[config.mk]
export PLATFORM = sky130hd
export DESIGN_NAME = rgb_to_hsv_hsl
export DESIGN_NICKNAME = d
export VERILOG_FILES = /design/src/rtl/core/rhh_pkg.sv /design/src/rtl/core/rhh_div_pipe.sv /design/src/rtl/core/rgb_to_hsv_hsl.sv
export SDC_FILE = /design/constraint.sdc
export NUM_CORES = 2
export LEC_CHECK = 0
export BUFFER_PORTS_ARGS = -buffer_cell sky130_fd_sc_hd__buf_2
export CELL_PAD_IN_SITES_DETAIL_PLACEMENT = 1
export CELL_PAD_IN_SITES_GLOBAL_PLACEMENT = 2
export CORE_ASPECT_RATIO = 2
export CORE_MARGIN = 3
export CORE_UTILIZATION = 41
export CTS_CLUSTER_DIAMETER = 120
export DETAILED_ROUTE_END_ITERATION = 7
export PLACE_DENSITY_LB_ADDON = 0.2
export SYNTH_ARGS = -nofsm -noshare
export SYNTH_HDL_FRONTEND = slang
export SYNTH_SLANG_ARGS = --single-unit
[constraint.sdc]
create_clock -name clk -period 5.75 [get_ports clk]
set_clock_uncertainty 0.1 [all_clocks]
set_input_delay 0 -clock clk [delete_from_list [all_inputs] [get_ports clk]]
set_output_delay 0 -clock clk [all_outputs]
set_load 0.01 [all_outputs]
[src/rtl/core/rhh_pkg.sv]
package rhh_pkg;

  // Divider geometry. Both divisions share one shape: a 22-bit dividend, a
  // 9-bit divisor and 13 quotient bits, one quotient bit per pipeline stage.
  localparam int DIV_QW = 13;
  localparam int DIV_DW = 9;
  localparam int DIV_NW = DIV_DW + DIV_QW;

  localparam int HUE_W   = 15;
  localparam int LEVEL_W = 9;

  // Twice the 60 degree sector in 1/64 degree, and twice the 255 scale.
  localparam logic [12:0] HUE_SECTOR2 = 13'd7680;
  localparam logic [8:0]  SAT_SCALE2  = 9'd510;

  // A full turn in 1/64 degree.
  localparam logic [HUE_W-1:0] HUE_FULL = 15'd23040;

  // Hue offsets per maximum channel, already reduced modulo a full turn and
  // with the one-sector bias of the non-negative numerator taken out.
  localparam logic [HUE_W-1:0] HUE_BASE_RED   = 15'd19200;
  localparam logic [HUE_W-1:0] HUE_BASE_GREEN = 15'd3840;
  localparam logic [HUE_W-1:0] HUE_BASE_BLUE  = 15'd11520;

  // Register address decode: bit 2 of the byte address selects the register.
  localparam logic REG_OUTPUT_MODE = 1'b0;

  localparam logic MODE_HSV = 1'b0;
  localparam logic MODE_HSL = 1'b1;

  // Fields that ride alongside the divisions.
  typedef struct packed {
    logic [HUE_W-1:0]   base;
    logic               gray;
    logic [LEVEL_W-1:0] level;
    logic               clamp;
  } side_t;

endpackage

[src/rtl/core/rhh_div_pipe.sv]
module rhh_div_pipe (
  input  logic                         clk,
  input  logic                         rst,
  input  logic                         in_valid,
  output logic                         in_stall,
  input  logic [rhh_pkg::DIV_NW-1:0]   hue_num,
  input  logic [rhh_pkg::DIV_DW-1:0]   hue_den,
  input  logic [rhh_pkg::DIV_NW-1:0]   sat_num,
  input  logic [rhh_pkg::DIV_DW-1:0]   sat_den,
  input  rhh_pkg::side_t               side_in,
  output logic                         out_valid,
  input  logic                         out_stall,
  output logic [rhh_pkg::DIV_QW-1:0]   hue_quo,
  output logic [rhh_pkg::DIV_QW-1:0]   sat_quo,
  output rhh_pkg::side_t               side_out
);
  import rhh_pkg::*;

  // One restoring division step. The upper DW bits hold the partial
  // remainder, the lower bits hold the unused dividend bits and then the
  // quotient bits as they are produced.
  function automatic logic [DIV_NW-1:0] div_step(input logic [DIV_NW-1:0] rq,
                                                 input logic [DIV_DW-1:0] d);
    logic [DIV_DW:0] trial;
    logic [DIV_DW:0] diff;
    trial = rq[DIV_NW-1:DIV_QW-1];
    diff  = trial - {1'b0, d};
    if (trial >= {1'b0, d}) begin
      div_step = {diff[DIV_DW-1:0], rq[DIV_QW-2:0], 1'b1};
    end else begin
      div_step = {trial[DIV_DW-1:0], rq[DIV_QW-2:0], 1'b0};
    end
  endfunction

  logic [DIV_NW-1:0] rq_h  [DIV_QW];
  logic [DIV_NW-1:0] rq_s  [DIV_QW];
  logic [DIV_DW-1:0] dh    [DIV_QW];
  logic [DIV_DW-1:0] ds    [DIV_QW];
  side_t             side  [DIV_QW];
  logic              v     [DIV_QW];
  logic              en    [DIV_QW];

  genvar k;
  generate
    for (k = 0; k < DIV_QW; k++) begin : g_stage
      if (k == DIV_QW - 1) begin : g_last
        assign en[k] = !v[k] || !out_stall;
      end else begin : g_mid
        assign en[k] = !v[k] || en[k+1];
      end

      if (k == 0) begin : g_first
        always_ff @(posedge clk) begin
          if (rst) begin
            v[k] <= 1'b0;
          end else if (en[k]) begin
            v[k] <= in_valid;
          end
        end
        always_ff @(posedge clk) begin
          if (en[k]) begin
            rq_h[k] <= div_step(hue_num, hue_den);
            rq_s[k] <= div_step(sat_num, sat_den);
            dh[k]   <= hue_den;
            ds[k]   <= sat_den;
            side[k] <= side_in;
          end
        end
      end else begin : g_next
        always_ff @(posedge clk) begin
          if (rst) begin
            v[k] <= 1'b0;
          end else if (en[k]) begin
            v[k] <= v[k-1];
          end
        end
        always_ff @(posedge clk) begin
          if (en[k]) begin
            rq_h[k] <= div_step(rq_h[k-1], dh[k-1]);
            rq_s[k] <= div_step(rq_s[k-1], ds[k-1]);
            dh[k]   <= dh[k-1];
            ds[k]   <= ds[k-1];
            side[k] <= side[k-1];
          end
        end
      end
    end
  endgenerate

  assign in_stall  = !en[0];
  assign out_valid = v[DIV_QW-1];
  assign hue_quo   = rq_h[DIV_QW-1][DIV_QW-1:0];
  assign sat_quo   = rq_s[DIV_QW-1][DIV_QW-1:0];
  assign side_out  = side[DIV_QW-1];

endmodule

[src/rtl/core/rgb_to_hsv_hsl.sv]
// Channel   Direction  Handshake                 Word
// --------  ---------  ------------------------  --------------------------------
// pixel in  input      in_valid / in_stall       red, green, blue, clamped_in
// result    output     out_valid / out_stall     hue, saturation, level, clamped_out
// config    input      APB (psel, penable, ...)  output_mode at byte address 0
//
// One pixel can be accepted every cycle while in_stall is low. The depth is set
// by the two dividers, which produce one quotient bit per stage over 13 stages.
// rst is synchronous and clears all valid bits and output_mode; data registers
// are not reset. A stall from the output side fills empty stages first, so
// in_stall rises only once every stage holds a word.
module rgb_to_hsv_hsl (
  input  logic                        clk,
  input  logic                        rst,
  // configuration port
  input  logic                        psel,
  input  logic                        penable,
  input  logic                        pwrite,
  input  logic [2:0]                  paddr,
  input  logic [31:0]                 pwdata,
  output logic [31:0]                 prdata,
  output logic                        pready,
  // pixel input
  input  logic                        in_valid,
  output logic                        in_stall,
  input  logic [7:0]                  red,
  input  logic [7:0]                  green,
  input  logic [7:0]                  blue,
  input  logic                        clamped_in,
  // result output
  output logic                        out_valid,
  input  logic                        out_stall,
  output logic [rhh_pkg::HUE_W-1:0]   hue,
  output logic [7:0]                  saturation,
  output logic [rhh_pkg::LEVEL_W-1:0] level,
  output logic                        clamped_out
);
  import rhh_pkg::*;

  // ---------------------------------------------------------------------
  // Configuration register. Only bit 0 of the written data is kept; writes
  // to any other register address are dropped.
  // ---------------------------------------------------------------------
  logic output_mode;

  assign pready = 1'b1;

  always_ff @(posedge clk) begin
    if (rst) begin
      output_mode <= MODE_HSV;
    end else if (psel && penable && pwrite && pready && (paddr[2] == REG_OUTPUT_MODE)) begin
      output_mode <= pwdata[0];
    end
  end

  always_comb begin
    prdata = 32'd0;
    if (paddr[2] == REG_OUTPUT_MODE) begin
      prdata = {31'd0, output_mode};
    end
  end

  // ---------------------------------------------------------------------
  // Stage 1: maximum, minimum and their spread, the channel that owns the
  // maximum (red wins ties over green, green over blue), and the numerator
  // offset x = diff + delta, which always lies in 0 to 2*delta.
  // ---------------------------------------------------------------------
  logic [7:0]         mx, mn, delta;
  logic [8:0]         sum;
  logic [8:0]         x;
  logic [7:0]         den;
  logic [HUE_W-1:0]   base;
  logic [LEVEL_W-1:0] lvl;

  always_comb begin
    mx = red;
    if (green > mx) mx = green;
    if (blue > mx) mx = blue;
    mn = red;
    if (green < mn) mn = green;
    if (blue < mn) mn = blue;
    delta = mx - mn;
    sum   = {1'b0, mx} + {1'b0, mn};

    if (red >= green && red >= blue) begin
      x    = 9'({1'b0, green} + {1'b0, delta} - {1'b0, blue});
      base = HUE_BASE_RED;
    end else if (green >= blue) begin
      x    = 9'({1'b0, blue} + {1'b0, delta} - {1'b0, red});
      base = HUE_BASE_GREEN;
    end else begin
      x    = 9'({1'b0, red} + {1'b0, delta} - {1'b0, green});
      base = HUE_BASE_BLUE;
    end

    // Saturation denominator: max for HSV, and for HSL the distance of the
    // lightness sum from the nearer end of its range.
    if (output_mode == MODE_HSV) begin
      den = mx;
      lvl = {mx, 1'b0};
    end else begin
      den = (sum < 9'd255) ? sum[7:0] : 8'(9'd510 - sum);
      lvl = sum;
    end
  end

  logic        s1_valid, s1_en;
  logic [8:0]  s1_x;
  logic [7:0]  s1_delta, s1_den;
  side_t       s1_side;

  logic        s2_valid, s2_en;
  logic        div_in_stall;

  assign s1_en    = !s1_valid || s2_en;
  assign in_stall = !s1_en;

  always_ff @(posedge clk) begin
    if (rst) begin
      s1_valid <= 1'b0;
    end else if (s1_en) begin
      s1_valid <= in_valid;
    end
  end

  always_ff @(posedge clk) begin
    if (s1_en) begin
      s1_x          <= x;
      s1_delta      <= delta;
      s1_den        <= den;
      s1_side.base  <= base;
      s1_side.gray  <= (delta == 8'd0);
      s1_side.level <= lvl;
      s1_side.clamp <= clamped_in;
    end
  end

  // ---------------------------------------------------------------------
  // Stage 2: build the rounded-division operands. Rounding to nearest with
  // halves up is floor((2*n + d) / (2*d)), so both numerators carry the
  // divisor once and both divisors are doubled.
  //   hue:        (7680*x + delta)      / (2*delta)
  //   saturation: (510*delta + den)     / (2*den)
  // ---------------------------------------------------------------------
  logic [DIV_NW-1:0] s2_hue_num, s2_sat_num;
  logic [DIV_DW-1:0] s2_hue_den, s2_sat_den;
  side_t             s2_side;

  assign s2_en = !s2_valid || !div_in_stall;

  always_ff @(posedge clk) begin
    if (rst) begin
      s2_valid <= 1'b0;
    end else if (s2_en) begin
      s2_valid <= s1_valid;
    end
  end

  always_ff @(posedge clk) begin
    if (s2_en) begin
      s2_hue_num <= DIV_NW'(s1_x) * DIV_NW'(HUE_SECTOR2) + DIV_NW'(s1_delta);
      s2_sat_num <= DIV_NW'(s1_delta) * DIV_NW'(SAT_SCALE2) + DIV_NW'(s1_den);
      s2_hue_den <= {s1_delta, 1'b0};
      s2_sat_den <= {s1_den, 1'b0};
      s2_side    <= s1_side;
    end
  end

  // ---------------------------------------------------------------------
  // Stages 3 to 15: both divisions, one quotient bit per stage. A gray
  // pixel divides by zero here; its quotients are discarded below.
  // ---------------------------------------------------------------------
  logic              div_out_valid, div_out_stall;
  logic [DIV_QW-1:0] hue_quo, sat_quo;
  side_t             div_side;

  rhh_div_pipe u_div (
    .clk       (clk),
    .rst       (rst),
    .in_valid  (s2_valid),
    .in_stall  (div_in_stall),
    .hue_num   (s2_hue_num),
    .hue_den   (s2_hue_den),
    .sat_num   (s2_sat_num),
    .sat_den   (s2_sat_den),
    .side_in   (s2_side),
    .out_valid (div_out_valid),
    .out_stall (div_out_stall),
    .hue_quo   (hue_quo),
    .sat_quo   (sat_quo),
    .side_out  (div_side)
  );

  // ---------------------------------------------------------------------
  // Stage 16: add the sector offset, wrap once into a full turn, and force
  // hue and saturation to zero for gray pixels. This is the output register.
  // ---------------------------------------------------------------------
  logic             out_en;
  logic [HUE_W-1:0] hue_sum, hue_wrap;

  assign out_en        = !out_valid || !out_stall;
  assign div_out_stall = !out_en;

  always_comb begin
    hue_sum  = div_side.base + HUE_W'(hue_quo);
    hue_wrap = (hue_sum >= HUE_FULL) ? (hue_sum - HUE_FULL) : hue_sum;
  end

  always_ff @(posedge clk) begin
    if (rst) begin
      out_valid <= 1'b0;
    end else if (out_en) begin
      out_valid <= div_out_valid;
    end
  end

  always_ff @(posedge clk) begin
    if (out_en) begin
      hue         <= div_side.gray ? '0 : hue_wrap;
      saturation  <= div_side.gray ? 8'd0 : sat_quo[7:0];
      level       <= div_side.level;
      clamped_out <= div_side.clamp;
    end
  end

endmodule
# After elaboration in Yosys (flattened, before gate mapping)
# Memories as Yosys holds them, arrays and structs flattened. A register that Yosys moved wholly into a read port is not among the register bits.
# Cells that the tools add are included.
[classes] div=0 eq_ne=0 multipliers=2 n_bitwise=14 magnitude_cmp=35 muxes=131 shift=0 n_reduce_logical=39 add_sub_neg=39
[op_table] cell="two-way mux 22 bit" count=52
[op_table] cell=">= comparator 10 x 9 -> 1 bit" count=25
[op_table] cell="subtractor 9 bit" count=25
[op_table] cell="two-way mux 1 bit" count=68
[op_table] cell="two-way mux 8 bit" count=6
[op_table] cell="adder 8 x 8 -> 9 bit" count=4
[op_table] cell="two-way mux 9 bit" count=3
[op_table] cell="subtractor 9 x 8 -> 9 bit" count=3
[op_table] cell=">= comparator 8 bit" count=3
[op_table] cell="adder 22 x 8 -> 22 bit" count=1
[op_table] cell="adder 17 x 8 -> 18 bit" count=1
[op_table] cell="zero test 1 bit" count=18
[op_table] cell="> comparator 8 bit" count=2
[op_table] cell="logical OR 1 bit" count=16
[op_table] cell="less-than comparator 8 bit" count=2
[op_table] cell="multiplier 8 x 8 -> 16 bit (second input constant)" count=1
[op_table] cell="adder 15 x 13 -> 15 bit" count=1
[op_table] cell=">= comparator 15 bit (second input constant)" count=1
[op_table] cell="two-way mux 15 bit" count=1
[op_table] cell="subtractor 15 bit (second input constant)" count=1
[op_table] cell="two-way mux 14 bit" count=1
[op_table] cell="multiplier 9 x 4 -> 13 bit (second input constant)" count=1
[op_table] cell="bitwise OR 1 bit" count=13
[op_table] cell=">= comparator 6 x 9 -> 1 bit" count=1
[op_table] cell="7 further kinds" count=10
[word_totals] ramBits=1157 in_bits=67 romBits=0 latch_bits=0 mem_count=6 elab_cells=289 regBits=162
[memory_table] memory="u_div.side" depth=13 width=26 read_ports=13 rd_clocked_by_memory_dff=0 wr=13 line="rhh_div_pipe.sv:39" source="side_t side [DIV_QW];"
[memory_table] memory="u_div.rq_h" depth=13 width=22 read_ports=13 rd_clocked_by_memory_dff=0 wr=13 line="rhh_div_pipe.sv:35" source="logic [DIV_NW-1:0] rq_h [DIV_QW];"
[memory_table] memory="u_div.rq_s" depth=13 width=22 read_ports=13 rd_clocked_by_memory_dff=1 wr=13 line="rhh_div_pipe.sv:36" source="logic [DIV_NW-1:0] rq_s [DIV_QW];"
[memory_table] memory="u_div.dh" depth=13 width=9 read_ports=12 rd_clocked_by_memory_dff=0 wr=13 line="rhh_div_pipe.sv:37" source="logic [DIV_DW-1:0] dh [DIV_QW];"
[memory_table] memory="u_div.ds" depth=13 width=9 read_ports=12 rd_clocked_by_memory_dff=0 wr=13 line="rhh_div_pipe.sv:38" source="logic [DIV_DW-1:0] ds [DIV_QW];"
[memory_table] memory="u_div.v" depth=13 width=1 read_ports=13 rd_clocked_by_memory_dff=0 wr=13 line="rhh_div_pipe.sv:40" source="logic v [DIV_QW];"

# Logic depth before layout (Yosys ltp)
[logic_depth] ltp_word=19 mapped_depth=35 depth_no_buf=33

# Hierarchy
# From an unflattened synthesis, not the netlist that was laid out.
[hier_totals] hier_cells=4027 area_unflattened_um2=59281.9
[by_module_without_submodules] mod="rhh_div_pipe" seq_area_each_um2=33662.3 area_per_inst_um2=47055.1 instances=1 cells_each=2898
[by_module_without_submodules] mod="rgb_to_hsv_hsl" seq_area_each_um2=4103.9 area_per_inst_um2=12226.7 instances=1 cells_each=1129

# Worst setup path after synthesis
# OpenSTA, ideal clock, no wires.
[synth_timing] path_type="input to register" startpoint="input port green[3]" endpoint="register s1_x[8] (data pin)" setup_ps=261 cell_stages=33 slack_ps=-267 n_path_buf=2 arrival_time_ps=5656 required_time_ps=5389 path_cell_list="inv_1 ha_1 a21oi_1 a21oi_2 o22ai_4 mux2i_1 inv_1 ha_1 a21oi_1 nor2b_1 o21ai_0 nand2b_1 nor3_1 a21oi_4 buf_6 mux2i_1 ha_1 buf_2 inv_1 a21oi_1 o21ba_2 o21bai_1 xnor2_1 inv_1 fa_1 inv_1 ha_1 o2111ai_1 nand3_1 o41a_1 xnor2_1 mux2i_1 mux2i_1"
[synth_via] elab_chain_cells=9
[synth_rtl] element="start, declared" line="rgb_to_hsv_hsl.sv:27" source="input logic [7:0] green,"
[synth_rtl] element="> comparator 8 bit / less-than comparator 8 bit (equally long branches)" line="rgb_to_hsv_hsl.sv:77, rgb_to_hsv_hsl.sv:80"
[synth_rtl] element="two-way mux 8 bit, on equally long branches" line="rgb_to_hsv_hsl.sv:77, rgb_to_hsv_hsl.sv:80"
[synth_rtl] element="> comparator 8 bit / less-than comparator 8 bit (equally long branches)" line="rgb_to_hsv_hsl.sv:78, rgb_to_hsv_hsl.sv:81"
[synth_rtl] element="two-way mux 8 bit, on equally long branches" line="rgb_to_hsv_hsl.sv:78, rgb_to_hsv_hsl.sv:81"
[synth_rtl] element="subtractor 8 bit (*)" line="rgb_to_hsv_hsl.sv:82" source="delta = mx - mn;"
[synth_rtl] element="via delta[5]" line="rgb_to_hsv_hsl.sv:68" source="logic [7:0] mx, mn, delta;"
[synth_rtl] element="adder 8 x 8 -> 9 bit, on equally long branches" line="rgb_to_hsv_hsl.sv:92, rgb_to_hsv_hsl.sv:89"
[synth_rtl] element="subtractor 9 x 8 -> 9 bit, on equally long branches" line="rgb_to_hsv_hsl.sv:92, rgb_to_hsv_hsl.sv:89"
[synth_rtl] element="two-way mux 9 bit" line="rgb_to_hsv_hsl.sv:88" source="end else if (green >= blue) begin"
[synth_rtl] element="two-way mux 9 bit (*)" line="rgb_to_hsv_hsl.sv:85" source="if (red >= green && red >= blue) begin"
[synth_rtl] element="via x[8]" line="rgb_to_hsv_hsl.sv:70" source="logic [8:0] x;"
[synth_rtl] element="end signal, assigned" line="rgb_to_hsv_hsl.sv:128" source="s1_x <= x;"
[synth_rtl] element="end, declared" line="rgb_to_hsv_hsl.sv:108" source="logic [8:0] s1_x;"
# The timed path passes the listed nets; every way through them passes the cells marked *.
# A chain may end at the register's enable or synchronous reset.

# Worst setup path after layout
[layout_timing] startpoint="input port green[1]" endpoint="register s1_x[7] (data pin)"
[layout_via] elab_chain_cells=9
[layout_rtl] element="> comparator 8 bit / less-than comparator 8 bit (equally long branches)" line="rgb_to_hsv_hsl.sv:77, rgb_to_hsv_hsl.sv:80"
[layout_rtl] element="two-way mux 8 bit, on equally long branches" line="rgb_to_hsv_hsl.sv:77, rgb_to_hsv_hsl.sv:80"
[layout_rtl] element="> comparator 8 bit / less-than comparator 8 bit (equally long branches)" line="rgb_to_hsv_hsl.sv:78, rgb_to_hsv_hsl.sv:81"
[layout_rtl] element="two-way mux 8 bit, on equally long branches" line="rgb_to_hsv_hsl.sv:78, rgb_to_hsv_hsl.sv:81"
[layout_rtl] element="subtractor 8 bit" line="rgb_to_hsv_hsl.sv:82"
[layout_rtl] element="adder 8 x 8 -> 9 bit, on equally long branches" line="rgb_to_hsv_hsl.sv:92, rgb_to_hsv_hsl.sv:89"
[layout_rtl] element="subtractor 9 x 8 -> 9 bit, on equally long branches" line="rgb_to_hsv_hsl.sv:92, rgb_to_hsv_hsl.sv:89"
[layout_rtl] element="two-way mux 9 bit" line="rgb_to_hsv_hsl.sv:88"
[layout_rtl] element="two-way mux 9 bit (*)" line="rgb_to_hsv_hsl.sv:85"
[layout_rtl] element="via x[7]" line="rgb_to_hsv_hsl.sv:70"
# Marked as above.

==> flow_summary.yaml <==
setup_path:
  critPathKind: "input port to flip-flop"
  rrSetupSlack_ps: 350
  crit_slowest_cell: "fa_1"
  crit_path_end_kind: "flip-flop"
  arrival_ps: 5960
  slowest_delay_ps: 500
  cp-start-kind: "input port"
  rr_worst_depth: 12
  cp_max_fo: 6
  r2r-end: "s2_sat_num[16]"
  worstPathRequired_ps: 6020
  crit_top_cell: "buf_4"
  r2r-start: "s1_delta[6]"
grt:
  grt-ovfl-total: 0
  grt_usage_pct: 17.6
  grt_pass1_vias: 30737
  grt_max_degree: 69
  antenna_found_initial: 0
  grt_pass1_wl_mm: 161
placement:
  portBuffers: 69
  placed_cells: 5002
  pre_cts_ws_ps: -867
  hpwlAfterDp_mm: 83.6
  place_congestion: 0.897
sta:
  rsz0062_at_grt: "yes"
  final_hold_viol_count: 0
  relSlewSlack_pct: 31.0
  period_minus_slack_ps: 5690
  setup_viol: 0
  slew_viol_final: 0
  finalWorstSetupSlack_ps: 55.2
  worst_pin_slew_ps: 1030
  post-route-period-util_pct: 99.0
  hold_ws_ps: 88.5
  fmax_mhz: 176
clock_tree:
  clk_path_buf_depth: 3
  clock_sink_count: 945
  cts_tree: "done"
  insertion_delay_ps: 680
  clkTransAtPathRegs_ps: 70
  cts_buffers: 85
  cts-htree-levels: 3
  cts-root-buf: "clkbuf_16"
finish:
  final_cells: 5185
  fin_nets: 4137
  insertedDiodeCount: 0
  fin_util_pct: 47.7
  drive_gt1_share_pct: 17.2
  syn_to_final_growth_pct: 14.8
run:
  cap_violations: 0
floorplanning:
  core_region_area_mm2: 0.113
  start_util_pct: 41.5
  dieArea_mm2: 0.119
  row_count: 174
  io-pin-count: 135
  die_y_um: 484
  die_w_um: 245
yosys:
  synth-edff-count: 941
  synth_area_mm2: 0.0468
  ys_seq_area_share_pct: 60.5
  yosys-top-cells-area: "edfxtp_1, ha_1, fa_1, inv_1, mux2_2"
  avgSynthCellArea_um2: 14.1
  syn_inst: 3311
  ys_seq_elements: 945
  synth_ff_type: "edfxtp_1"
  synth_cell_type_count: 86
  synth_top_area_share_pct: 60.4
  ys_warn_count: 0
  yosysTopAreaCell: "edfxtp_1"
  async_flop_share_pct: 0
detailed_routing:
  final_antenna_net_count: 0
  drtIter0Drc: 785
  drc_errors: 0
  vias_per_cell: 5.13
  firstDrtPassIters: 5
  vias: 26613
  drt_wl_total_mm: 104
  wl_per_cell_um: 20.1
status:
  outcome: "finished clean"
hold_path:
  min_path_cells: 5
  hold_path_end: "s1_x[8]"
  worstHoldStart: "green[7]"
  hold_class: "input port to flip-flop"
## synth_stat cells, types with 9 or more instances
master and count:
a21o_1 92, a21oi_1 177, a31oi_1 16, and3_1 12, buf_2 10, buf_4 34
clkbuf_1 15, edfxtp_1 941, fa_1 97, ha_1 353, inv_1 452, mux2_1 10
mux2_2 115, mux2i_1 89, nand2_1 50, nand2b_1 27, nand3_1 39, nand4_1 56
nor2_1 121, nor2b_1 67, nor3_1 30, nor3b_1 9, o21a_1 13, o21ai_0 33
o21bai_1 51, o31ai_1 30, o41ai_1 14, or2_2 20, or3_1 14, xnor2_1 141
xor2_1 49
## how the worst max path moves through the flow
stage                     startpoint       to  slack [ps]  depth (start not counted)
after floorplan             green[1]  s1_x[8]           2                         33
after global placement      green[1]  s1_x[7]        -680                         32
after detailed placement    green[1]  s1_x[8]        -870                         30
after CTS                   green[1]  s1_x[7]           4                         31
after global routing        green[1]  s1_x[7]        -170                         38
final                       green[1]  s1_x[7]          60                         38
## kinds of logic after synthesis
| family | synth area share, % |
|---|---|
| flip-flops | 60.5 |
| buffers and inverters | 4.46 |
| AO/OA/AOI/OAI | 7.22 |
| AND/OR/NAND/NOR | 5.73 |
| adder cells (fa/ha/maj) | 13.6 |
| multiplexers | 4.91 |
| XOR/XNOR | 3.55 |
| other | 0.0160 |
## cells in the final DEF (no fill, tap or decap), types with 14 or more instances in the layout
| cell | synthesis | final |
|---|---|---|
| edfxtp_1 | 941 | 941 |
| inv_1 | 452 | 436 |
| ha_1 | 353 | 331 |
| buf_4 | 34 | 168 |
| a21oi_1 | 177 | 164 |
| xnor2_1 | 141 | 138 |
| nor2_1 | 121 | 117 |
| mux2_2 | 115 | 115 |
| fa_1 | 97 | 96 |
| a21o_1 | 92 | 90 |
| clkbuf_16 | 0 | 86 |
| mux2i_1 | 89 | 82 |
| buf_2 | 10 | 68 |
| nor2b_1 | 67 | 66 |
| nand4_1 | 56 | 56 |
| o21bai_1 | 51 | 48 |
| xor2_1 | 49 | 46 |
| nand2_1 | 50 | 45 |
| nand3_1 | 39 | 37 |
| conb_1 | 2 | 32 |
| o31ai_1 | 30 | 30 |
| nand2b_1 | 27 | 27 |
| o21ai_0 | 33 | 27 |
| nor3_1 | 30 | 23 |
| or2_2 | 20 | 20 |
| ha_4 | 0 | 18 |
| clkinv_2 | 0 | 18 |
| clkinv_1 | 0 | 17 |
| a31oi_1 | 16 | 16 |
| inv_2 | 1 | 14 |
| a21oi_2 | 3 | 14 |
| or3_1 | 14 | 14 |
## area by class of cell
cell class                 instances  area (µm²)
fill                           11334       59000
sequential                       945       28300
multi-input combinational       1881       17200
clock buffer                      91        2150
tap                             1496        1870
timing repair buffer             254        1810
inverter                         453        1710
clock inverter                    65         708
## worst max-delay path, delay by kind of cell
family	cells	cell delay [ps]
fa+ha+maj	5	1550
simple gates	7	930
xor+xnor	2	190
compound gates	7	1090
buf+inv	13	1540
mux	4	660
## per-layer routing
metal | vias to the layer above | wire length (µm) | part of all wire [%] | GRT usage, %
li1 | 12564 | - | - | -
met1 | 13276 | 27900 | 27 | 12.6
met2 | 455 | 65800 | 63 | 39.3
met3 | 318 | 2310 | 2.2 | 1.88
met4 | 0 | 8140 | 7.8 | 12.0
met5 | - | 0 | 0 | 0
## through the flow
stage	TNS, ps	cell area [µm²]
floorplan	0	47100
global placement	-2860	50200
detailed placement	-4520	50200
CTS	0	53200
global route	-355	53700
finish	0	53700
## flip-flops by register name, indices dropped and copies added, names as in the netlist, 18 cells and up
name / cells
s2_sat_num: 18
u_div.dh: 42
u_div.ds: 84
u_div.rq_h: 251
u_div.rq_s: 222
u_div.side: 195
## timing repair
action | CTS | global route
endpoints found under the setup margin | 3 | 4
gates cloned | 0 | 0
endpoints found under the hold margin | 65 | 0
hold buffers | 13 | 0
gates resized for setup | 7 | 81
pin swaps | 3 | 46
buffers inserted | 5 | 9
Power is left out: the tool's default activity adds up to more than one toggle a clock period on the data nets, which glitch-free logic cannot reach.
